**src/rtl/shs_pkg.sv**
```systemverilog
// Shared types, constants and round functions of the SHA-256 stream hasher.
// Used by shs_front, shs_core and the top level; depends on nothing.
package shs_pkg;

    localparam int unsigned BLOCK_BITS = 512;
    localparam int unsigned WORDS      = 8;
    localparam int unsigned SCHED      = 16;

    // command queue between front end and core; pointers are 2 bits wide
    localparam int unsigned QUEUE_DEPTH = 4;

    localparam logic [7:0] PAD_MARK   = 8'h80;
    localparam logic [5:0] LEN_START  = 6'd56;
    localparam logic [5:0] FILL_LAST  = 6'd63;
    localparam logic [5:0] ROUND_LAST = 6'd63;
    localparam logic [2:0] WORD_LAST  = 3'd7;

    localparam logic [31:0] K_ROUND [64] = '{
        32'h428a2f98, 32'h71374491, 32'hb5c0fbcf, 32'he9b5dba5,
        32'h3956c25b, 32'h59f111f1, 32'h923f82a4, 32'hab1c5ed5,
        32'hd807aa98, 32'h12835b01, 32'h243185be, 32'h550c7dc3,
        32'h72be5d74, 32'h80deb1fe, 32'h9bdc06a7, 32'hc19bf174,
        32'he49b69c1, 32'hefbe4786, 32'h0fc19dc6, 32'h240ca1cc,
        32'h2de92c6f, 32'h4a7484aa, 32'h5cb0a9dc, 32'h76f988da,
        32'h983e5152, 32'ha831c66d, 32'hb00327c8, 32'hbf597fc7,
        32'hc6e00bf3, 32'hd5a79147, 32'h06ca6351, 32'h14292967,
        32'h27b70a85, 32'h2e1b2138, 32'h4d2c6dfc, 32'h53380d13,
        32'h650a7354, 32'h766a0abb, 32'h81c2c92e, 32'h92722c85,
        32'ha2bfe8a1, 32'ha81a664b, 32'hc24b8b70, 32'hc76c51a3,
        32'hd192e819, 32'hd6990624, 32'hf40e3585, 32'h106aa070,
        32'h19a4c116, 32'h1e376c08, 32'h2748774c, 32'h34b0bcb5,
        32'h391c0cb3, 32'h4ed8aa4a, 32'h5b9cca4f, 32'h682e6ff3,
        32'h748f82ee, 32'h78a5636f, 32'h84c87814, 32'h8cc70208,
        32'h90befffa, 32'ha4506ceb, 32'hbef9a3f7, 32'hc67178f2
    };

    localparam logic [31:0] H_INIT [8] = '{
        32'h6a09e667, 32'hbb67ae85, 32'h3c6ef372, 32'ha54ff53a,
        32'h510e527f, 32'h9b05688c, 32'h1f83d9ab, 32'h5be0cd19
    };

    // One queued command: a message byte and/or an end mark
    typedef struct packed {
        logic [7:0] data;
        logic       has;
        logic       fin;
    } t_cmd;

    typedef enum logic [2:0] {
        ST_IDLE,
        ST_PAD,
        ST_COMP,
        ST_ADD,
        ST_OUT
    } t_bstate;

    function automatic logic [31:0] rotr(input logic [31:0] x, input int unsigned n);
        rotr = (x >> n) | (x << (32 - n));
    endfunction

    function automatic logic [31:0] big_sig0(input logic [31:0] x);
        big_sig0 = rotr(x, 2) ^ rotr(x, 13) ^ rotr(x, 22);
    endfunction

    function automatic logic [31:0] big_sig1(input logic [31:0] x);
        big_sig1 = rotr(x, 6) ^ rotr(x, 11) ^ rotr(x, 25);
    endfunction

    function automatic logic [31:0] sml_sig0(input logic [31:0] x);
        sml_sig0 = rotr(x, 7) ^ rotr(x, 18) ^ (x >> 3);
    endfunction

    function automatic logic [31:0] sml_sig1(input logic [31:0] x);
        sml_sig1 = rotr(x, 17) ^ rotr(x, 19) ^ (x >> 10);
    endfunction

endpackage

```
**src/rtl/shs_front.sv**
```systemverilog
// Input side: takes stream transactions, drops empty ones, queues commands.
// Depends on shs_pkg.
module shs_front (
    input  logic          i_clk,
    input  logic          i_rst_n,
    input  logic          i_tvalid,
    output logic          o_tready,
    input  logic [7:0]    i_data,
    input  logic          i_has,
    input  logic          i_fin,
    output shs_pkg::t_cmd o_cmd,
    output logic          o_cmd_valid,
    input  logic          i_cmd_pop
);

    shs_pkg::t_cmd r_q [shs_pkg::QUEUE_DEPTH];
    logic [1:0]    r_wr, r_rd;
    logic [2:0]    r_cnt;
    logic          push, pop;

    assign o_tready    = (r_cnt != 3'(shs_pkg::QUEUE_DEPTH));
    // items with neither byte nor end mark change nothing: not queued
    assign push        = i_tvalid && o_tready && (i_has || i_fin);
    assign o_cmd_valid = (r_cnt != 3'd0);
    assign pop         = i_cmd_pop && o_cmd_valid;
    assign o_cmd       = r_q[r_rd];

    always_ff @(posedge i_clk) begin
        if (!i_rst_n) begin
            r_wr  <= '0;
            r_rd  <= '0;
            r_cnt <= '0;
        end else begin
            if (push) begin
                r_wr <= r_wr + 2'd1;
            end
            if (pop) begin
                r_rd <= r_rd + 2'd1;
            end
            r_cnt <= r_cnt + 3'(push) - 3'(pop);
        end
    end

    always_ff @(posedge i_clk) begin
        if (push) begin
            r_q[r_wr] <= '{data: i_data, has: i_has, fin: i_fin};
        end
    end

endmodule

```
**src/rtl/shs_core.sv**
```systemverilog
// Back end: block assembly, padding, 64-round compression and digest output.
// Depends on shs_pkg.
module shs_core (
    input  logic          i_clk,
    input  logic          i_rst_n,
    input  shs_pkg::t_cmd i_cmd,
    input  logic          i_cmd_valid,
    output logic          o_cmd_pop,
    output logic          o_tvalid,
    input  logic          i_tready,
    output logic [31:0]   o_word,
    output logic [2:0]    o_index,
    output logic          o_last
);

    shs_pkg::t_bstate r_state, n_state;

    logic [511:0] r_blk, n_blk;
    logic [5:0]   r_fill, n_fill;
    logic [63:0]  r_bits, n_bits;
    logic [31:0]  r_h [8];
    logic [31:0]  n_h [8];
    logic [31:0]  r_v [8];
    logic [31:0]  n_v [8];
    logic [31:0]  r_w [16];
    logic [31:0]  n_w [16];
    logic [5:0]   r_round, n_round;
    logic         r_pad, n_pad;     // message ended, padding in progress
    logic         r_mark, n_mark;   // 0x80 placed
    logic         r_lenok, n_lenok; // length may go at bytes 56..63 of this block
    logic         r_done, n_done;   // last length byte placed
    logic [2:0]   r_widx, n_widx;
    logic         r_ovalid, n_ovalid;
    logic [31:0]  r_oword, n_oword;
    logic [2:0]   r_oidx, n_oidx;

    logic         sh_en;
    logic [7:0]   sh_byte;
    logic [511:0] blk_in;
    logic [31:0]  t1, t2, w_new;

    assign blk_in = {r_blk[503:0], sh_byte};

    assign t1 = r_v[7] + shs_pkg::big_sig1(r_v[4])
              + ((r_v[4] & r_v[5]) ^ (~r_v[4] & r_v[6]))
              + shs_pkg::K_ROUND[r_round] + r_w[0];
    assign t2 = shs_pkg::big_sig0(r_v[0])
              + ((r_v[0] & r_v[1]) ^ (r_v[0] & r_v[2]) ^ (r_v[1] & r_v[2]));
    assign w_new = r_w[0] + shs_pkg::sml_sig0(r_w[1]) + r_w[9]
                 + shs_pkg::sml_sig1(r_w[14]);

    always_ff @(posedge i_clk) begin
        if (!i_rst_n) begin
            r_state  <= shs_pkg::ST_IDLE;
            r_fill   <= '0;
            r_bits   <= '0;
            r_h      <= shs_pkg::H_INIT;
            r_round  <= '0;
            r_pad    <= 1'b0;
            r_mark   <= 1'b0;
            r_lenok  <= 1'b0;
            r_done   <= 1'b0;
            r_widx   <= '0;
            r_ovalid <= 1'b0;
        end else begin
            r_state  <= n_state;
            r_fill   <= n_fill;
            r_bits   <= n_bits;
            r_h      <= n_h;
            r_round  <= n_round;
            r_pad    <= n_pad;
            r_mark   <= n_mark;
            r_lenok  <= n_lenok;
            r_done   <= n_done;
            r_widx   <= n_widx;
            r_ovalid <= n_ovalid;
        end
    end

    always_ff @(posedge i_clk) begin
        r_blk   <= n_blk;
        r_v     <= n_v;
        r_w     <= n_w;
        r_oword <= n_oword;
        r_oidx  <= n_oidx;
    end

    always_comb begin
        n_state   = r_state;
        n_blk     = r_blk;
        n_fill    = r_fill;
        n_bits    = r_bits;
        n_h       = r_h;
        n_v       = r_v;
        n_w       = r_w;
        n_round   = r_round;
        n_pad     = r_pad;
        n_mark    = r_mark;
        n_lenok   = r_lenok;
        n_done    = r_done;
        n_widx    = r_widx;
        n_ovalid  = r_ovalid && !i_tready;
        n_oword   = r_oword;
        n_oidx    = r_oidx;
        o_cmd_pop = 1'b0;
        sh_en     = 1'b0;
        sh_byte   = '0;

        unique case (r_state)
            shs_pkg::ST_IDLE: begin
                o_cmd_pop = i_cmd_valid;
                if (i_cmd_valid) begin
                    if (i_cmd.has) begin
                        sh_en   = 1'b1;
                        sh_byte = i_cmd.data;
                        n_bits  = r_bits + 64'd8;
                    end
                    if (i_cmd.fin) begin
                        n_pad   = 1'b1;
                        n_mark  = 1'b0;
                        n_lenok = 1'b0;
                        n_done  = 1'b0;
                        n_state = shs_pkg::ST_PAD;
                    end
                end
            end
            shs_pkg::ST_PAD: begin
                sh_en = 1'b1;
                priority if (!r_mark) begin
                    sh_byte = shs_pkg::PAD_MARK;
                    n_mark  = 1'b1;
                    n_lenok = (r_fill < shs_pkg::LEN_START);
                end else if (r_lenok && (r_fill >= shs_pkg::LEN_START)) begin
                    // length goes out big-endian, top byte first
                    sh_byte = r_bits[63:56];
                    n_bits  = {r_bits[55:0], 8'h00};
                    n_done  = (r_fill == shs_pkg::FILL_LAST);
                end else begin
                    sh_byte = 8'h00;
                end
            end
            shs_pkg::ST_COMP: begin
                n_v[7] = r_v[6];
                n_v[6] = r_v[5];
                n_v[5] = r_v[4];
                n_v[4] = r_v[3] + t1;
                n_v[3] = r_v[2];
                n_v[2] = r_v[1];
                n_v[1] = r_v[0];
                n_v[0] = t1 + t2;
                for (int i = 0; i < 15; i++) begin
                    n_w[i] = r_w[i + 1];
                end
                n_w[15] = w_new;
                n_round = r_round + 6'd1;
                if (r_round == shs_pkg::ROUND_LAST) begin
                    n_state = shs_pkg::ST_ADD;
                end
            end
            shs_pkg::ST_ADD: begin
                for (int i = 0; i < 8; i++) begin
                    n_h[i] = r_h[i] + r_v[i];
                end
                priority if (r_done) begin
                    n_widx  = '0;
                    n_state = shs_pkg::ST_OUT;
                end else if (r_pad) begin
                    // padding goes on: if the mark was placed, the length fits in this next block
                    n_lenok = r_mark;
                    n_state = shs_pkg::ST_PAD;
                end else begin
                    n_state = shs_pkg::ST_IDLE;
                end
            end
            shs_pkg::ST_OUT: begin
                if (!r_ovalid || i_tready) begin
                    n_ovalid = 1'b1;
                    n_oword  = r_h[r_widx];
                    n_oidx   = r_widx;
                    n_widx   = r_widx + 3'd1;
                    if (r_widx == shs_pkg::WORD_LAST) begin
                        n_h     = shs_pkg::H_INIT;
                        n_bits  = '0;
                        n_pad   = 1'b0;
                        n_done  = 1'b0;
                        n_state = shs_pkg::ST_IDLE;
                    end
                end
            end
            default: begin
                n_state = shs_pkg::ST_IDLE;
            end
        endcase

        if (sh_en) begin
            n_blk  = blk_in;
            n_fill = r_fill + 6'd1;
            if (r_fill == shs_pkg::FILL_LAST) begin
                // block complete: load schedule window and working variables
                for (int i = 0; i < 16; i++) begin
                    n_w[i] = blk_in[511 - 32 * i -: 32];
                end
                n_v     = r_h;
                n_round = '0;
                n_state = shs_pkg::ST_COMP;
            end
        end
    end

    assign o_tvalid = r_ovalid;
    assign o_word   = r_oword;
    assign o_index  = r_oidx;
    assign o_last   = (r_oidx == shs_pkg::WORD_LAST);

endmodule

```
**src/rtl/sha256_stream_hasher.sv**
```systemverilog
// Top level of the SHA-256 stream hasher: input queue front end plus core.
// Depends on shs_pkg, shs_front and shs_core.
//
// Use: the message goes in on the slave stream one byte per transaction.
// tuser set means tdata carries a byte; tlast marks the end of the message,
// with or without a byte (tlast with tuser clear ends the message there, so
// an empty message is a single such transaction). Transactions with neither
// flag are taken and ignored.
// After the end the master stream gives eight 32-bit digest words, word 0
// first, index on tuser, tlast on word 7; the next message then starts from
// the initial hash.
// Timing: the core takes one plain byte per cycle when idle. Every 64th byte
// (message or pad) starts the compression: 64 rounds at one round a cycle,
// then the hash update, during which the core takes no command. The pad
// goes in at one pad byte per cycle; when it spills into a second block,
// a second compression comes before word 0 goes out.
// A four-deep command queue lets the input side take up to four transactions
// while the core compresses or waits on the receiver.
// Reset (synchronous, active low) empties the queue, drops any partial
// message and restores the initial hash. A stalled receiver holds the
// current word; the core waits with the next one, and the queue fills.
module sha256_stream_hasher (
    input  logic        i_clk,
    input  logic        i_rst_n,
    input  logic        i_s_axis_tvalid,
    output logic        o_s_axis_tready,
    input  logic [7:0]  i_s_axis_tdata,  // [7:0] data_byte
    input  logic        i_s_axis_tuser,  // [0] has_byte
    input  logic        i_s_axis_tlast,  // end_of_message
    output logic        o_m_axis_tvalid,
    input  logic        i_m_axis_tready,
    output logic [31:0] o_m_axis_tdata,  // [31:0] digest_word
    output logic [2:0]  o_m_axis_tuser,  // [2:0] word_index
    output logic        o_m_axis_tlast   // last_word
);

    shs_pkg::t_cmd cmd;
    logic          cmd_valid;
    logic          cmd_pop;

    shs_front u_front (
        .i_clk       (i_clk),
        .i_rst_n     (i_rst_n),
        .i_tvalid    (i_s_axis_tvalid),
        .o_tready    (o_s_axis_tready),
        .i_data      (i_s_axis_tdata),
        .i_has       (i_s_axis_tuser),
        .i_fin       (i_s_axis_tlast),
        .o_cmd       (cmd),
        .o_cmd_valid (cmd_valid),
        .i_cmd_pop   (cmd_pop)
    );

    shs_core u_core (
        .i_clk       (i_clk),
        .i_rst_n     (i_rst_n),
        .i_cmd       (cmd),
        .i_cmd_valid (cmd_valid),
        .o_cmd_pop   (cmd_pop),
        .o_tvalid    (o_m_axis_tvalid),
        .i_tready    (i_m_axis_tready),
        .o_word      (o_m_axis_tdata),
        .o_index     (o_m_axis_tuser),
        .o_last      (o_m_axis_tlast)
    );

endmodule

```
**config.mk**
```make
export PLATFORM = sky130hd
export DESIGN_NAME = sha256_stream_hasher
export DESIGN_NICKNAME = d
export VERILOG_FILES = /design/src/rtl/shs_pkg.sv /design/src/rtl/shs_front.sv /design/src/rtl/shs_core.sv /design/src/rtl/sha256_stream_hasher.sv
export SDC_FILE = /design/constraint.sdc
export NUM_CORES = 2
export LEC_CHECK = 0
export ABC_AREA = 0
export BUFFER_PORTS_ARGS = -buffer_cell sky130_fd_sc_hd__buf_2
export CELL_PAD_IN_SITES_DETAIL_PLACEMENT = 2
export CELL_PAD_IN_SITES_GLOBAL_PLACEMENT = 2
export CORE_MARGIN = 2
export CORE_UTILIZATION = 47
export CTS_BUF_LIST = sky130_fd_sc_hd__clkbuf_4 sky130_fd_sc_hd__clkbuf_8
export DETAILED_ROUTE_END_ITERATION = 8
export HOLD_SLACK_MARGIN = 0.06
export PLACE_DENSITY = 0.86
export SETUP_SLACK_MARGIN = 0.02
export SLEW_MARGIN = 20
export SYNTH_ARGS = -nofsm -noshare
export SYNTH_HDL_FRONTEND = slang
export SYNTH_SLANG_ARGS = --single-unit
```
**constraint.sdc**
```tcl
create_clock -name i_clk -period 28.4 [get_ports i_clk]
set_clock_uncertainty 0.15 [all_clocks]
set_input_delay 2.84 -clock i_clk [delete_from_list [all_inputs] [get_ports i_clk]]
set_output_delay 2.84 -clock i_clk [all_outputs]
set_load 0.02 [all_outputs]
```
==> out/qor.log <==
INFO  final_layout   drive_gt1_share=9.44%
INFO  timing         grt_setup_unrepaired=false
INFO  synthesis      synth_fp_nets=9780
INFO  worst_setup_path crit_path_frequent_cell=sky130_fd_sc_hd__fa_1
INFO  floorplan      fp.coreArea=0.187mm2
INFO  clock_network  clk_pin_slew_worst_paths=0.07ns
INFO  pwr            overall_power_of_the_completed_layout=15800uW
INFO  clock_network  buffers_from_clock_root_to_sink_at_most=4
INFO  final_layout   syn2layout_area_growth=9.82%
INFO  final_layout   finalNetCount=9675
INFO  pwr            p_leak=0.0399uW
INFO  worst_setup_path cpPeakStageDelay=0.81ns
INFO  worst_hold_path hp-start=u_core.r_blk[391]$_DFFE_PP_
INFO  clock_network  hold_buffers=0
INFO  pwr            cellPowerDensity=163mW/mm2
INFO  timing         worst_pin_slew=1.35ns
INFO  timing         slew_viol_final=0
INFO  clock_network  cts_repair_resize_count=0
INFO  route          drt_drc_violations_left=0
INFO  floorplan      chipHeight=437um
INFO  synthesis      postSynthAreaPerCell=9.63um2
INFO  timing         fin_setup_tns=0ns
INFO  floorplan      die_x=437um
INFO  synthesis      syn-instance-count=9165
INFO  clock_network  h-tree-depth=5
INFO  timing         period_needed=10.88ns
INFO  final_layout   most-common-layout-cells=1660 x sky130_fd_sc_hd__nand2_1, 1110 x sky130_fd_sc_hd__dfxtp_1, 802 x sky130_fd_sc_hd__a22oi_1
INFO  synthesis      async_reset_ff_share=0%
INFO  global_routing grt_max_degree=229
INFO  final_layout   final_core_util=51.8%
INFO  floorplan      fp.dieArea=0.191mm2
INFO  clock_network  post-cts-setup-buffer-count=0
INFO  route          final_routed_wire_length_divided_by_cell_count=35.7um
INFO  route          routed_via_density=6.77
INFO  route          wl=421000um
INFO  synthesis      ys_seq_area_share=45.1%
INFO  timing         hold_ws=0.258ns
INFO  route          final_antenna_net_count=0
INFO  final_layout   commonest_non_fill_non_tap_cell_in_the_layout=sky130_fd_sc_hd__nand2_1
INFO  worst_hold_path depth_of_the_worst_hold_timing_path=0
INFO  worst_hold_path min-delay-path-class=flip-flop to flip-flop
INFO  synthesis      postSynthRegisterBits=1696
INFO  placement      io_buffer_count=51
INFO  global_routing grt_usage=42.9%
INFO  status         status=complete, no violations
INFO  timing         setup-violations-final=0
INFO  global_routing antenna_found_initial=22
INFO  worst_setup_path cp-start-kind=flip-flop
INFO  route          via_count=79852
INFO  timing         hold_viol_final=0
INFO  worst_setup_path ff2ff_setup_slack=17.52ns
INFO  route          drtPass1Iterations=9
INFO  pwr            ir_worst_vdd=0.297mV
INFO  route          drt-initial-drc-count=9162
INFO  clock_network  cts_sinks=1696
INFO  worst_hold_path hold_path_end=u_core.r_blk[399]$_DFFE_PP_
INFO  worst_setup_path crit_path_end_kind=flip-flop
INFO  global_routing globalRouteOverflowTotal=0
INFO  clock_network  clkLatencyLatePin=1.11ns
INFO  clock_network  cts_inserted_buffers=315
INFO  worst_setup_path largest_fanout_on_the_critical_path=23
INFO  worst_setup_path critical_path.reg2reg.startpoint=u_core.r_round[0]$_SDFF_PN0_
INFO  global_routing first_global_vias=86474
INFO  floorplan      starting_density_of_the_core=47.1%
INFO  synthesis      syn_std_cell_area=0.0882mm2
INFO  worst_setup_path worstReg2RegEnd=u_core.r_v[252]$_DFF_P_
INFO  synthesis      main_flop_type_after_synthesis=sky130_fd_sc_hd__dfxtp_1
INFO  worst_setup_path worst-endpoint-arrival=11.64ns
INFO  placement      finalWeightedCongestion=0.967
INFO  final_layout   fillerInstances=19045
INFO  placement      hpwlAfterDp=256000um
INFO  final_layout   layoutNonFillerInstCount=11793
INFO  run            drv_cap=0
INFO  floorplan      pin_count=52
INFO  timing         slew_headroom=10.3%
INFO  timing         max_freq=0.0919GHz
INFO  synthesis      synth_edf_count=579
INFO  global_routing global_route_wire_length_before_repair=614000um
INFO  worst_setup_path cpMaxStageDelayCell=sky130_fd_sc_hd__o31ai_1
INFO  timing         timing.final.crit_share=38.3%
INFO  synthesis      synth.yosys.warnings=0
INFO  worst_setup_path timing.critical_path.required=29.16ns
INFO  synthesis      yosysUniqueCellTypes=104
INFO  worst_setup_path critical_path_class=flip-flop to flip-flop
INFO  clock_network  cts.root.buffer_cell=sky130_fd_sc_hd__clkbuf_8
INFO  floorplan      placement_rows=159
INFO  clock_network  cts_tree=done
INFO  placement      placed_cells_incl_taps=11238
INFO  worst_setup_path r2r.worst_path.cells=34
==> metrics by stage <==
stage,worst slack [ns],cell area [um2]
global placement,18.04,90400
detailed placement,17.78,90400
finish,17.52,96900
floorplan,14.04,88200
global route,16.87,96900
CTS,17.77,96800
==> critical path: cells and delay by family, from the launching register on <==
| family | cells | cell delay [ns] |
|---|---|---|
| compound gates | 13 | 3.53 |
| fa+ha+maj | 8 | 3.42 |
| simple gates | 7 | 1.87 |
| buf+inv | 4 | 0.76 |
| mux | 1 | 0.50 |
| flops | 1 | 0.31 |
| xor+xnor | 1 | 0.18 |
==> cell families after synthesis <==
kind of cell	after synthesis	share of synthesized area, %
simple gates	2734	13.1
xor+xnor	591	5.87
fa+ha+maj	627	10.5
mux	159	3.04
buf+inv	884	3.80
compound gates	2474	18.7
flops	1696	45.1
==> registers in the layout (all words and copies together) (netlist names), 32 cells and up, named ones only <==
| name | cells |
|---|---|
| u_core.r_w | 512 |
| u_core.r_blk | 504 |
| u_core.r_h | 256 |
| u_core.r_v | 256 |
| u_core.r_bits | 61 |
| u_front.r_q | 40 |
| u_core.o_word | 32 |
==> how the worst max path moves through the flow <==
stage / start / to / slack (ns) / depth (start not counted)
after floorplan: u_core.r_state[1]$_SDFF_PN0_ / u_core.r_v[236]$_DFF_P_ / 14.04 / 13
after global placement: u_core.r_round[0]$_SDFF_PN0_ / u_core.r_v[254]$_DFF_P_ / 18.04 / 38
after detailed placement: u_core.r_round[0]$_SDFF_PN0_ / u_core.r_v[254]$_DFF_P_ / 17.78 / 38
after CTS: u_core.r_round[0]$_SDFF_PN0_ / u_core.r_v[254]$_DFF_P_ / 17.77 / 38
after global routing: u_core.r_round[0]$_SDFF_PN0_ / u_core.r_v[254]$_DFF_P_ / 16.87 / 38
final: u_core.r_round[0]$_SDFF_PN0_ / u_core.r_v[252]$_DFF_P_ / 17.52 / 34
==> per-layer routing <==
layer | part of all wire [%] | global-route usage (%) | wire (um)
met1 | 39 | 53.2 | 163000
met2 | 46 | 67.9 | 192000
met3 | 9.1 | 11.3 | 38400
met4 | 6.4 | 24.3 | 27100
met5 | 0.044 | 0 | 185
==> power by group <==
group | switching [uW] | internal (uW) | leakage [uW]
Clock | 1200 | 1390 | 0.00342
Combinational | 5990 | 3380 | 0.0219
Sequential | 538 | 3270 | 0.0146
==> synth_stat cells, types with 99 or more instances <==
| master | number | area share [%] |
|---|---|---|
| sky130_fd_sc_hd__a21o_1 | 160 | 1.4 |
| sky130_fd_sc_hd__a21oi_1 | 478 | 2.7 |
| sky130_fd_sc_hd__a22oi_1 | 802 | 6.8 |
| sky130_fd_sc_hd__clkbuf_1 | 522 | 2.2 |
| sky130_fd_sc_hd__dfxtp_1 | 1117 | 25 |
| sky130_fd_sc_hd__edfxtp_1 | 579 | 20 |
| sky130_fd_sc_hd__fa_1 | 196 | 4.4 |
| sky130_fd_sc_hd__ha_1 | 405 | 5.7 |
| sky130_fd_sc_hd__inv_1 | 301 | 1.3 |
| sky130_fd_sc_hd__nand2_1 | 1666 | 7.1 |
| sky130_fd_sc_hd__nand3_1 | 100 | 0.57 |
| sky130_fd_sc_hd__nor2_1 | 488 | 2.1 |
| sky130_fd_sc_hd__nor3_1 | 101 | 0.57 |
| sky130_fd_sc_hd__o21ai_0 | 391 | 2.2 |
| sky130_fd_sc_hd__o22ai_1 | 99 | 0.70 |
| sky130_fd_sc_hd__xnor2_1 | 416 | 4.1 |
| sky130_fd_sc_hd__xor2_1 | 175 | 1.7 |
==> cell type report <==
cell class | count | area, um2 | area share (%)
antenna | 9 | 22.5 | 0.0232
clock buffer | 497 | 6060 | 6.25
clock inverter | 49 | 354 | 0.366
inverter | 303 | 1140 | 1.18
multi-input combinational | 6585 | 45200 | 46.7
sequential | 1696 | 39800 | 41.0
tap | 2495 | 3120 | 3.22
timing repair buffer | 159 | 1180 | 1.21
(Power assumes the default switching activity.)
